**src/hw/rtl/rde_pkg.sv**
```systemverilog
// shared types and codes for the rectangle draw engine
package rde_pkg;

   localparam int unsigned ADDR_W  = 24;
   localparam int unsigned COORD_W = 12;
   localparam int unsigned COLOR_W = 16;

   typedef enum logic {
      KIND_DRAW = 1'b0,
      KIND_TICK = 1'b1
   } kind_type;

   typedef enum logic [1:0] {
      STATUS_OK     = 2'd0,
      STATUS_REJECT = 2'd1,
      STATUS_BUSY   = 2'd2
   } status_type;

   localparam logic [ADDR_W-1:0] FRAME_BASE_RESET = 24'hC00000;

   typedef struct packed {
      kind_type                   kind;
      logic signed [COORD_W-1:0]  corner_a_x;
      logic signed [COORD_W-1:0]  corner_a_y;
      logic signed [COORD_W-1:0]  corner_b_x;
      logic signed [COORD_W-1:0]  corner_b_y;
      logic        [COLOR_W-1:0]  draw_color;
      logic                       outline_only;
   } req_item_type;

   typedef struct packed {
      logic                write_valid;
      logic [ADDR_W-1:0]   pixel_address;
      logic [COLOR_W-1:0]  pixel_color;
      logic                last_pixel;
      status_type          status;
   } rsp_item_type;

endpackage

```
**src/hw/rtl/rde_channels.sv**
```systemverilog
// valid/ready channel interfaces for command and pixel write items
interface rde_req_if;
   logic                  valid;
   logic                  ready;
   rde_pkg::req_item_type payload;

   modport source (output valid, output payload, input ready);
   modport sink   (input valid, input payload, output ready);
endinterface

interface rde_rsp_if;
   logic                  valid;
   logic                  ready;
   rde_pkg::rsp_item_type payload;

   modport source (output valid, output payload, input ready);
   modport sink   (input valid, input payload, output ready);
endinterface

```
**src/hw/rtl/rectangle_draw_engine_top.sv**
```systemverilog
// rectangle draw engine: corner ordering, clipping and raster pixel write generation
//
//   channel   dir   handshake      carries
//   req_chan  in    valid/ready    draw command or tick item
//   rsp_chan  out   valid/ready    one result item per accepted item
//   csr_*     in    write enable   frame base address
//
// each item's result is computed combinationally from the box and cursor
// registers and lands in the output register on the edge that accepts the item
// one item per clock is sustained while the result side takes every item
// req_chan.ready is high while the output register is empty or being taken
// reset clears the box, cursor and output valid and loads the base address

module rectangle_draw_engine_top #(
   parameter int unsigned SCREEN_COLS = 512,
   parameter int unsigned SCREEN_ROWS = 512,
   parameter int unsigned PIXEL_BYTES = 2
) (
   input  logic                      clock,
   input  logic                      reset,
   rde_req_if.sink                   req_chan,
   rde_rsp_if.source                 rsp_chan,
   input  logic                      csr_write_enable,
   input  logic [rde_pkg::ADDR_W-1:0] csr_write_data
);

   localparam int unsigned COL_W     = $clog2(SCREEN_COLS);
   localparam int unsigned ROW_W     = $clog2(SCREEN_ROWS);
   localparam int unsigned ROW_BYTES = SCREEN_COLS * PIXEL_BYTES;
   localparam int unsigned AW        = rde_pkg::ADDR_W;
   localparam int unsigned CW        = rde_pkg::COORD_W;

   localparam logic signed [CW:0] COLS_S   = (CW+1)'(SCREEN_COLS);
   localparam logic signed [CW:0] ROWS_S   = (CW+1)'(SCREEN_ROWS);
   localparam logic [COL_W-1:0]   COL_LAST = COL_W'(SCREEN_COLS - 1);
   localparam logic [ROW_W-1:0]   ROW_LAST = ROW_W'(SCREEN_ROWS - 1);

   logic [AW-1:0]    base_ff;
   logic             busy_ff, busy_in;
   logic [COL_W-1:0] left_ff, left_in, right_ff, right_in;
   logic [ROW_W-1:0] top_ff, top_in, bottom_ff, bottom_in;
   logic [COL_W-1:0] col_ff, col_in;
   logic [ROW_W-1:0] row_ff, row_in;
   logic [rde_pkg::COLOR_W-1:0] color_ff, color_in;
   logic             outline_ff, outline_in;

   logic                  rsp_valid_ff;
   rde_pkg::rsp_item_type rsp_item_ff, rsp_item_in;

   logic accept;
   rde_pkg::req_item_type req;

   logic signed [CW-1:0] x_lo, x_hi, y_lo, y_hi;
   logic                 reject;
   logic                 inner;
   logic [AW-1:0]        row_offset, col_offset;

   assign req            = req_chan.payload;
   assign req_chan.ready = !rsp_valid_ff || rsp_chan.ready;
   assign accept         = req_chan.valid && req_chan.ready;

   assign rsp_chan.valid   = rsp_valid_ff;
   assign rsp_chan.payload = rsp_item_ff;

   // corner ordering and start check
   always_comb begin
      x_lo = (req.corner_a_x > req.corner_b_x) ? req.corner_b_x : req.corner_a_x;
      x_hi = (req.corner_a_x > req.corner_b_x) ? req.corner_a_x : req.corner_b_x;
      y_lo = (req.corner_a_y > req.corner_b_y) ? req.corner_b_y : req.corner_a_y;
      y_hi = (req.corner_a_y > req.corner_b_y) ? req.corner_a_y : req.corner_b_y;
      reject = x_lo[CW-1] || y_lo[CW-1]
            || ($signed({x_lo[CW-1], x_lo}) >= COLS_S)
            || ($signed({y_lo[CW-1], y_lo}) >= ROWS_S);
   end

   // address of the cursor pixel
   assign row_offset = AW'(32'(row_ff) * 32'(ROW_BYTES));
   assign col_offset = AW'(32'(col_ff) * 32'(PIXEL_BYTES));
   assign inner      = (row_ff != top_ff) && (row_ff != bottom_ff);

   always_comb begin
      busy_in     = busy_ff;
      left_in     = left_ff;
      right_in    = right_ff;
      top_in      = top_ff;
      bottom_in   = bottom_ff;
      col_in      = col_ff;
      row_in      = row_ff;
      color_in    = color_ff;
      outline_in  = outline_ff;
      rsp_item_in = '{write_valid: 1'b0, pixel_address: '0, pixel_color: '0,
                      last_pixel: 1'b0, status: rde_pkg::STATUS_OK};
      case (req.kind)
         rde_pkg::KIND_DRAW: begin
            if (busy_ff) begin
               rsp_item_in.status = rde_pkg::STATUS_BUSY;
            end else if (reject) begin
               rsp_item_in.status = rde_pkg::STATUS_REJECT;
            end else begin
               left_in    = x_lo[COL_W-1:0];
               top_in     = y_lo[ROW_W-1:0];
               right_in   = ($signed({x_hi[CW-1], x_hi}) >= COLS_S) ? COL_LAST
                                                                   : x_hi[COL_W-1:0];
               bottom_in  = ($signed({y_hi[CW-1], y_hi}) >= ROWS_S) ? ROW_LAST
                                                                   : y_hi[ROW_W-1:0];
               col_in     = x_lo[COL_W-1:0];
               row_in     = y_lo[ROW_W-1:0];
               color_in   = req.draw_color;
               outline_in = req.outline_only;
               busy_in    = 1'b1;
            end
         end
         rde_pkg::KIND_TICK: begin
            if (busy_ff) begin
               rsp_item_in.write_valid   = 1'b1;
               rsp_item_in.pixel_address = base_ff + row_offset + col_offset;
               rsp_item_in.pixel_color   = color_ff;
               // outline inner rows jump from the left side straight to the right
               if (outline_ff && inner && col_ff == left_ff && right_ff > left_ff) begin
                  col_in = right_ff;
               end else if (col_ff < right_ff && !(outline_ff && inner)) begin
                  col_in = col_ff + COL_W'(1);
               end else if (row_ff < bottom_ff) begin
                  row_in = row_ff + ROW_W'(1);
                  col_in = left_ff;
               end else begin
                  rsp_item_in.last_pixel = 1'b1;
                  busy_in                = 1'b0;
               end
            end
         end
         default: begin
            rsp_item_in.status = rde_pkg::STATUS_OK;
         end
      endcase
   end

   always_ff @(posedge clock) begin
      if (reset) begin
         base_ff      <= rde_pkg::FRAME_BASE_RESET;
         busy_ff      <= 1'b0;
         left_ff      <= '0;
         right_ff     <= '0;
         top_ff       <= '0;
         bottom_ff    <= '0;
         col_ff       <= '0;
         row_ff       <= '0;
         color_ff     <= '0;
         outline_ff   <= 1'b0;
         rsp_valid_ff <= 1'b0;
      end else begin
         if (csr_write_enable) begin
            base_ff <= csr_write_data;
         end
         if (accept) begin
            busy_ff      <= busy_in;
            left_ff      <= left_in;
            right_ff     <= right_in;
            top_ff       <= top_in;
            bottom_ff    <= bottom_in;
            col_ff       <= col_in;
            row_ff       <= row_in;
            color_ff     <= color_in;
            outline_ff   <= outline_in;
            rsp_valid_ff <= 1'b1;
         end else if (rsp_chan.ready) begin
            rsp_valid_ff <= 1'b0;
         end
      end
   end

   always_ff @(posedge clock) begin
      if (accept) begin
         rsp_item_ff <= rsp_item_in;
      end
   end

   // a draw item that arrives mid-rectangle is refused
   a_busy_refuse: assert property (@(posedge clock) disable iff (reset)
      accept && req.kind == rde_pkg::KIND_DRAW && busy_ff
      |=> rsp_valid_ff && rsp_item_ff.status == rde_pkg::STATUS_BUSY && busy_ff)
      else $error("draw item while busy not refused");

   // cursor stays inside the latched box
   a_cursor_in_box: assert property (@(posedge clock) disable iff (reset)
      busy_ff |-> col_ff >= left_ff && col_ff <= right_ff
               && row_ff >= top_ff && row_ff <= bottom_ff)
      else $error("cursor left the box");

   // final write ends the rectangle
   a_last_ends_busy: assert property (@(posedge clock) disable iff (reset)
      rsp_valid_ff && rsp_item_ff.last_pixel |-> !busy_ff && rsp_item_ff.write_valid)
      else $error("last pixel without end of rectangle");

   // idle ticks produce no write
   a_idle_tick: assert property (@(posedge clock) disable iff (reset)
      accept && req.kind == rde_pkg::KIND_TICK && !busy_ff
      |=> !rsp_item_ff.write_valid && !busy_ff)
      else $error("write produced while idle");

endmodule
```
**src/flat_wrapper.sv**
```systemverilog
// flat-port wrapper written by rule: the top's interface ports become plain ports
module rectangle_draw_engine_top_flat 
#(
   parameter int unsigned SCREEN_COLS = 512,
   parameter int unsigned SCREEN_ROWS = 512,
   parameter int unsigned PIXEL_BYTES = 2
)
  (clock, reset, csr_write_enable, csr_write_data, req_chan_valid, req_chan_payload, req_chan_ready, rsp_chan_valid, rsp_chan_payload, rsp_chan_ready);
  rde_req_if req_chan_i ();
  rde_rsp_if rsp_chan_i ();
  input  logic clock;
  input  logic reset;
  input  logic csr_write_enable;
  input  logic [rde_pkg::ADDR_W-1:0] csr_write_data;
  input wire logic [$bits(req_chan_i.valid)-1:0] req_chan_valid;
  input wire logic [$bits(req_chan_i.payload)-1:0] req_chan_payload;
  output wire logic [$bits(req_chan_i.ready)-1:0] req_chan_ready;
  output wire logic [$bits(rsp_chan_i.valid)-1:0] rsp_chan_valid;
  output wire logic [$bits(rsp_chan_i.payload)-1:0] rsp_chan_payload;
  input wire logic [$bits(rsp_chan_i.ready)-1:0] rsp_chan_ready;
  assign req_chan_i.valid = req_chan_valid;
  assign req_chan_i.payload = req_chan_payload;
  assign req_chan_ready = req_chan_i.ready;
  assign rsp_chan_valid = rsp_chan_i.valid;
  assign rsp_chan_payload = rsp_chan_i.payload;
  assign rsp_chan_i.ready = rsp_chan_ready;
  rectangle_draw_engine_top #(.SCREEN_COLS(SCREEN_COLS), .SCREEN_ROWS(SCREEN_ROWS), .PIXEL_BYTES(PIXEL_BYTES)) u_core (.clock(clock), .reset(reset), .req_chan(req_chan_i), .rsp_chan(rsp_chan_i), .csr_write_enable(csr_write_enable), .csr_write_data(csr_write_data));
endmodule
```
**config.mk**
```make
export PLATFORM = sky130hd
export DESIGN_NAME = rectangle_draw_engine_top_flat
export DESIGN_NICKNAME = d
export VERILOG_FILES = /design/src/hw/rtl/rde_pkg.sv /design/src/hw/rtl/rde_channels.sv /design/src/hw/rtl/rectangle_draw_engine_top.sv /design/src/flat_wrapper.sv
export SDC_FILE = /design/constraint.sdc
export NUM_CORES = 1
export LEC_CHECK = 0
export BUFFER_PORTS_ARGS = -buffer_cell sky130_fd_sc_hd__clkbuf_2
export CAP_MARGIN = 20
export CORE_ASPECT_RATIO = 0.75
export CORE_UTILIZATION = 50
export CTS_CLUSTER_DIAMETER = 150
export DETAILED_ROUTE_END_ITERATION = 8
export MAX_ROUTING_LAYER = met4
export PLACE_DENSITY = 0.75
export REMOVE_ABC_BUFFERS = 1
export SLEW_MARGIN = 20
export SYNTH_ARGS = -nofsm -noshare
export SYNTH_HDL_FRONTEND = slang
export SYNTH_SLANG_ARGS = --single-unit
```
**constraint.sdc**
```tcl
create_clock -name clock -period 3 [get_ports clock]
set_input_delay 0.6 -clock clock [delete_from_list [all_inputs] [get_ports clock]]
set_output_delay 0.6 -clock clock [all_outputs]
set_load 0.01 [all_outputs]
```
==> metrics list, run 1 <==
- The floorplan step set the die height to 114.8 um.
- Number of different library cells in the post-synthesis netlist: 66
- In this run the tool buffered the top-level ports with 140 buffer cells.
- Global routing used between 20% and 30% of the available tracks.
* Post-synthesis register bit count: ~140
- Remaining global-route overflow: 0
- After clock tree synthesis, the flow added hold-fix buffers numbering 0.
- For this run, the number of Yosys warnings is 0.
* Boundary pin count: between 100 and 150
* Total number of clock tree sinks: 141
- CTS buffer count: 17
- Horizontal die dimension: 152.4 um
* Stopping stage: 5_2_route
- Clock tree root buffer cell: sky130_fd_sc_hd__clkbuf_16
* Synth Area in Adders: 10.56%
- The via count of the first global-routing pass is a little over 7000.
- After the last repair the worst path ends at a register input.
* Async set-reset flop share out of synthesis: 0%
- Run status: stopped before the end
- Summing the areas of all compound-gate instances in the mapped netlist gives around 17% of the synthesized area.
* Proportion of synthesized chip area in sequential cells: 38.46%
- Summing every instance area after synthesis gives around 8500 um^2.
- Post-Synth XOR/XNOR Area: under 10%
- Weighted congestion reported at the end of routability-driven placement: 0.9354
- No sink is reached through more buffers than the 2 on the longest clock path.
- Once global-route timing repair stopped, the endpoint with the least setup slack was u_core.rsp_chan.payload[42]$_SDFFCE_PN0P_/D.
* Initial antenna violation count: 0
- Multiplexer cells account for under 10% of the synthesized area.
* Final HPWL DP: 16240 um
- After synthesis, the mean cell area works out to just under 9 um^2.
- The initial utilization of the core area, before any placement, comes to about 52%.
- Number of enable-type register cells in the synthesized netlist: 44
- Row count: 40
- CTS built an H-tree with a depth of 4.
* Area fraction in and, or, nand and nor cells after synthesis: between 15 and 20%
- Synthesis produced approximately 980 cells.
- Among all flip-flop cells after synthesis, the most frequent one is sky130_fd_sc_hd__dfxtp_1.
* Maximum number of pins on one net before global-route repair: 75
- By area, the combinational part of the netlist is dominated by simple AND/OR/NAND/NOR gates.
* Post-place instance area: roughly 10000 um^2
- First-pass GRT wire length: ~36000 um
* Error Message: [ERROR DRT-0255] Maze Route cannot find path of net clock in worker of routeBox ( 144900 0 ) ( 152415 48300 ).
layer usage:
metal / global-route usage, %
met2: 40.06
met1: 37.05
met4: 7.138
met5: -
met3: 5.692
cells by family after synthesis:
kind of cell | count (synthesis)
simple gates | 328
compound gates | 224
flops | 141
buf+inv | 114
fa+ha+maj | 71
mux | 58
xor+xnor | 41
cells in the mapped netlist, types with 6 or more instances:
cell type | number | share of area [%]
sky130_fd_sc_hd__mux2_2 | 8 | 1.1
sky130_fd_sc_hd__xor2_1 | 26 | 2.7
sky130_fd_sc_hd__clkbuf_1 | 35 | 1.5
sky130_fd_sc_hd__nand3_1 | 18 | 1.1
sky130_fd_sc_hd__nor3_1 | 21 | 1.2
sky130_fd_sc_hd__o311ai_0 | 9 | 0.93
sky130_fd_sc_hd__buf_2 | 6 | 0.35
sky130_fd_sc_hd__a21oi_1 | 101 | 6.0
sky130_fd_sc_hd__nor2b_1 | 9 | 0.66
sky130_fd_sc_hd__nand2b_1 | 7 | 0.52
sky130_fd_sc_hd__nand4_1 | 12 | 0.88
sky130_fd_sc_hd__ha_1 | 70 | 10
sky130_fd_sc_hd__xnor2_1 | 15 | 1.5
sky130_fd_sc_hd__o21ai_0 | 32 | 1.9
sky130_fd_sc_hd__a211oi_1 | 18 | 1.6
sky130_fd_sc_hd__edfxtp_1 | 44 | 16
sky130_fd_sc_hd__inv_1 | 68 | 3.0
sky130_fd_sc_hd__nand2_1 | 97 | 4.3
sky130_fd_sc_hd__nor2_1 | 116 | 5.1
sky130_fd_sc_hd__a311oi_1 | 9 | 0.93
sky130_fd_sc_hd__and3_1 | 21 | 1.5
sky130_fd_sc_hd__o21a_1 | 6 | 0.53
sky130_fd_sc_hd__dfxtp_1 | 97 | 23
sky130_fd_sc_hd__mux2i_1 | 48 | 5.7
sky130_fd_sc_hd__a21o_1 | 8 | 0.71
through the flow:
step	hold WS, ps	worst slack (ps)	cells
after floorplan	421.3	-1925	931
after global placement	433.1	-454.6	1381
after detailed placement	439.5	-507.9	1381
after CTS	393.1	16.68	1414
after global routing	404.7	-17.63	1416
what timing repair did:
item,in CTS,in global routing
gates resized for setup,2,22
endpoints found under the hold margin,0,0
setup endpoints to repair,9,23
pin swaps,0,6
setup buffers,1,1
gates cloned,0,1
==> run 2: changes to the inputs <==
- CORE_ASPECT_RATIO: 0.75 -> default
- CORE_UTILIZATION: 50 -> 35
- CTS_CLUSTER_DIAMETER: 150 -> default
- MAX_ROUTING_LAYER: met4 -> default
- PLACE_DENSITY: 0.75 -> default
- PLACE_DENSITY_LB_ADDON: default -> 0.15
- clock period: 3 -> 3.9 ns (I/O delays scaled with it)
==> metrics list, run 2 <==
- Run status: finished, final reports clean
* Number of cells after detailed placement: 1410 (+2.1%)
- Counting both buffers and inverters, the worst setup path holds a total of 2.
* CTS H-Tree Depth: 4 (unchanged)
* Final Hold Violating Endpoints: 0
- The placer congestion estimate came to 0.8038 (-14%).
- On the worst path, the slowest cell contributes a delay of ~730 ps.
- STA classifies the critical path startpoint as a primary input.
* Crit path max-delay family: simple AND/OR/NAND/NOR gates
- Setup repair after global routing left no endpoint under its margin.
- The tightest min-delay check is of the reg2reg type.
* Largest clock skew in the final design: 9.940 ps
* Flip-flop count of the largest register after layout: 44
* Y dimension of the die: 157.7 um (+37%)
- Fraction of synthesized area in multiplexers: 6.990% (unchanged)
- The number of enable-type register cells in the synthesized netlist is 44 (unchanged).
* Final worst path period need: 3375 ps
- CTS buffer count: 17 (unchanged)
* Area fraction in and, or, nand and nor cells after synthesis: 17.74% (unchanged)
- Slowest stage cell on the critical path: sky130_fd_sc_hd__nor4b_4
- Via count of the first global-routing pass: 6577 (-9.3%)
- By area the synthesized netlist is led by sky130_fd_sc_hd__dfxtp_1 23%, sky130_fd_sc_hd__edfxtp_1 16%, sky130_fd_sc_hd__ha_1 10%, sky130_fd_sc_hd__a21oi_1 6.0%, sky130_fd_sc_hd__mux2i_1 5.7%.
- Class of the most critical setup path: in2reg
- Drt via density: just under 5
- Highest clock rate: roughly 0.30 GHz
- TritonCTS built the clock tree.
- The core region is ~24000 um^2.
- Clock-pin slew reported for the worst setup and hold paths after clock tree synthesis: around 60 ps
- Post-synthesis register bit count: 141 (unchanged)
- In the final layout, the multi-input gates occupy roughly 4800 um^2.
- Of the cells placed in the final design, the portion with a size suffix greater than 1 is 18.70%.
- Worst endpoint data arrival time: 3720 ps
- For this design the ratio of total power to cell area is approximately 360 nW/um^2.
- The number of top-level pins was 141 (unchanged).
- The maximum buffer depth of the clock tree was 2 (unchanged).
* Lkg Pwr: 0.004453 uW
* Combinational fraction of design power: a little under an eighth
- Net switching fraction of the power: around a quarter
- Total chip power: 3668 uW
- CP cell instances: clkbuf_2, inv_1, ha_1, nand4_1, nor3_1, a21boi_0, o31a_2, mux2_1, and2_2, nor4b_4, nor2_1, a211oi_2
- The count of buffers added by post-CTS timing repair for setup was 0 (-1).
- The repair_antennas step left the layout with diodes totalling 0.
* Synth Area in Adders: 10.56% (unchanged)
* Area of the die: ~25000 um^2
- The tool flagged a number of max-cap violations equal to 0.
- In the post-synthesis netlist, the cell with the most instances is sky130_fd_sc_hd__nor2_1.
* Initial Utilization: 35.93% (-16 points)
- Remaining global-route overflow: 0 (unchanged)
- Cell type with the largest total area after synthesis: sky130_fd_sc_hd__dfxtp_1
- The worst-case IR drop observed on VDD is around 0.21 mV.
* First-pass GRT wire length: 34750 um (-4.3%)
* Commonest cells after routing, fill and taps aside: 139 x sky130_fd_sc_hd__clkbuf_2, 116 x sky130_fd_sc_hd__nor2_1, 101 x sky130_fd_sc_hd__a21oi_1, 97 x sky130_fd_sc_hd__nand2_1, 97 x sky130_fd_sc_hd__dfxtp_1
* Input/output buffers: 140 (unchanged)
- The analysis attributes to net switching a power of 936.0 uW.
- Internal power: about 2700 uW
- YS warnings: 0 (unchanged)
- Post-route fraction of the period consumed by the critical path: about 87%
- Leaving out filler cells and counting taps, the final layout contains around 1400.
* Number of different library cells in the post-synthesis netlist: 66 (unchanged)
- Pin slew with the least headroom to its limit: roughly 950 ps
* Net count of the finished layout: 1276
- The final HPWL from detailed placement is 16100 um (-0.82%).
- The global-route usage over all layers was 18.12% (-8.8 points).
- The overall die width came to 157.7 um (+3.5%).
- Routed wire length per instance: between 15 and 20 um
- By area, the combinational part of the netlist is dominated by simple AND/OR/NAND/NOR gates.
- The number of standard-cell rows in the floorplan was 56 (+40%).
- Wires add up to about 22000 um.
- At the worst endpoint, the required time is 4250 ps.
- Proportion of netlist area held by the largest area contributor: 22.89% (unchanged)
- The count of nets left with antenna violations once routing finished came out at 0.
- The synthesized-area fraction occupied by xor and xnor cells came to 4.232% (unchanged).
* Total number of clock tree sinks: 141 (unchanged)
- Clock tree root buffer cell: sky130_fd_sc_hd__clkbuf_16
- The number of instances resized during post-cts repair came to 0 (-2).
* Maximum number of pins on one net before global-route repair: 58 (-23%)
* Critical Path End Type: register
- Number of standard cells after synthesis: 977 (unchanged)
- The commonest cells after synthesis are 116 x sky130_fd_sc_hd__nor2_1, 101 x sky130_fd_sc_hd__a21oi_1, 97 x sky130_fd_sc_hd__dfxtp_1, 97 x sky130_fd_sc_hd__nand2_1, 70 x sky130_fd_sc_hd__ha_1.
* Slew headroom: a little over a third
* Initial antenna violation count: 0 (unchanged)
- Area taken by flip-flops and latches: around 3300 um^2
- The clock reaches the later pin of the worst-skew pair after approximately 420 ps.
- DRC violations left: 0
- Setup violators final: 0
- The register area share after synthesis was 38.46% (unchanged).
* Number of iterations in the first detailed-routing pass: 5
- Top FF cell, synth: sky130_fd_sc_hd__dfxtp_1
- The area growth from synthesis to layout is 19.53%.
- Crit Path Max Fanout: 18
* Post-Syn Area: 8484 um^2 (unchanged)
- In this run, the clock network consumes 45.2% of the power.
- Per-instance average area after synthesis: 8.684 um^2 (unchanged)
- The hold buffer count at CTS was 0 (unchanged).
- Drt first-iter violations: roughly 320
- The share of the synthesized area in compound gates (AO/OA/AOI/OAI) was 16.69% (unchanged).
- The number of max-slew violations in the final report came to 0.
* Sequential share of power: between 40 and 50%
- The layout has approximately 2400 filler cells.
- The fraction of synthesis flops using an asynchronous set or reset pin is 0% (unchanged).
* Leading cell type in the layout, fill and taps excluded: sky130_fd_sc_hd__clkbuf_2
- Summing over every cut layer, the via total after detailed routing is around 7000.
-- run 2: cell counts after synthesis --
Identical to the previous run, type by type.
-- run 2: power groups by stage --
stage / Clock, uW / Combinational (uW) / Sequential (uW)
6_report: 1660 / 440 / 1570
2_1_floorplan: 0 / 229 / 1610
4_1_cts: 1690 / 443 / 1570
3_3_place_gp: 0 / 443 / 1600
5_1_grt: 1750 / 493 / 1570
3_5_place_dp: 0 / 441 / 1600
-- run 2: stage by stage --
step	setup slack [ps]	hold WS (ps)	util, %	TNS [ps]	cell area, um^2
6_report	525.5	444.7	42.95	0	10140
5_1_grt	205.9	464.7	42.95	0	10140
4_1_cts	534.4	447.1	42.95	0	10140
3_5_place_dp	110.8	438.6	40.41	0	9542
3_3_place_gp	223.5	434.0	40.41	0	9542
2_1_floorplan	-1205	421.3	-	-43410	8288
-- run 2: path summary, 6_finish.rpt --
kind | start | endpoint | slack [ps] | cells after the start
worst min register to register | u_core.color_ff[9] | u_core.color_ff[9] | 440 | 2
worst max register to register | u_core.col_ff[0] | u_core.rsp_chan.payload[42] | 730 | 11
worst max-delay path | req_chan_payload[28] | u_core.top_ff[7] | 530 | 12
worst min-delay path | u_core.color_ff[9] | u_core.color_ff[9] | 440 | 2
-- run 2: layout make-up --
class	count	share of cell area (%)
Clock buffer	18	4.232
Sequential cell	141	32.18
Clock inverter	14	1.678
Multi-Input combinational cell	722	47.04
Inverter	68	2.517
Tap cell	319	3.936
Timing Repair Buffer	160	8.415
-- run 2: worst register-to-register path, cell delays in order (launching register included) --
cell                       delay, ps
sky130_fd_sc_hd__dfxtp_1         340
sky130_fd_sc_hd__ha_1            210
sky130_fd_sc_hd__inv_1            70
sky130_fd_sc_hd__fa_1            370
sky130_fd_sc_hd__nor2b_1         210
sky130_fd_sc_hd__o31a_1          210
sky130_fd_sc_hd__o221ai_1        220
sky130_fd_sc_hd__a211oi_1        360
sky130_fd_sc_hd__and3b_1         250
sky130_fd_sc_hd__or4_1           490
sky130_fd_sc_hd__xor2_1          150
sky130_fd_sc_hd__nor2_1           50
-- run 2: kinds of logic (layout without fill, tap and decap cells) --
| kind of cell | Yosys count | count (layout) |
|---|---|---|
| fa+ha+maj | 71 | 71 |
| simple gates | 328 | 328 |
| mux | 58 | 58 |
| compound gates | 224 | 224 |
| xor+xnor | 41 | 41 |
| flops | 141 | 141 |
| buf+inv | 114 | 260 |
-- run 2: per-layer routing --
metal | track usage (%) | vias to the layer above | wire length, um
met4 | 5.270 | 0 | 244
met5 | 0 | - | 0
li1 | - | 3743 | -
met3 | 3.121 | 20 | 935
met1 | 25.91 | 3232 | 11300
met2 | 27.67 | 168 | 9185
(Power assumes the default switching activity.)
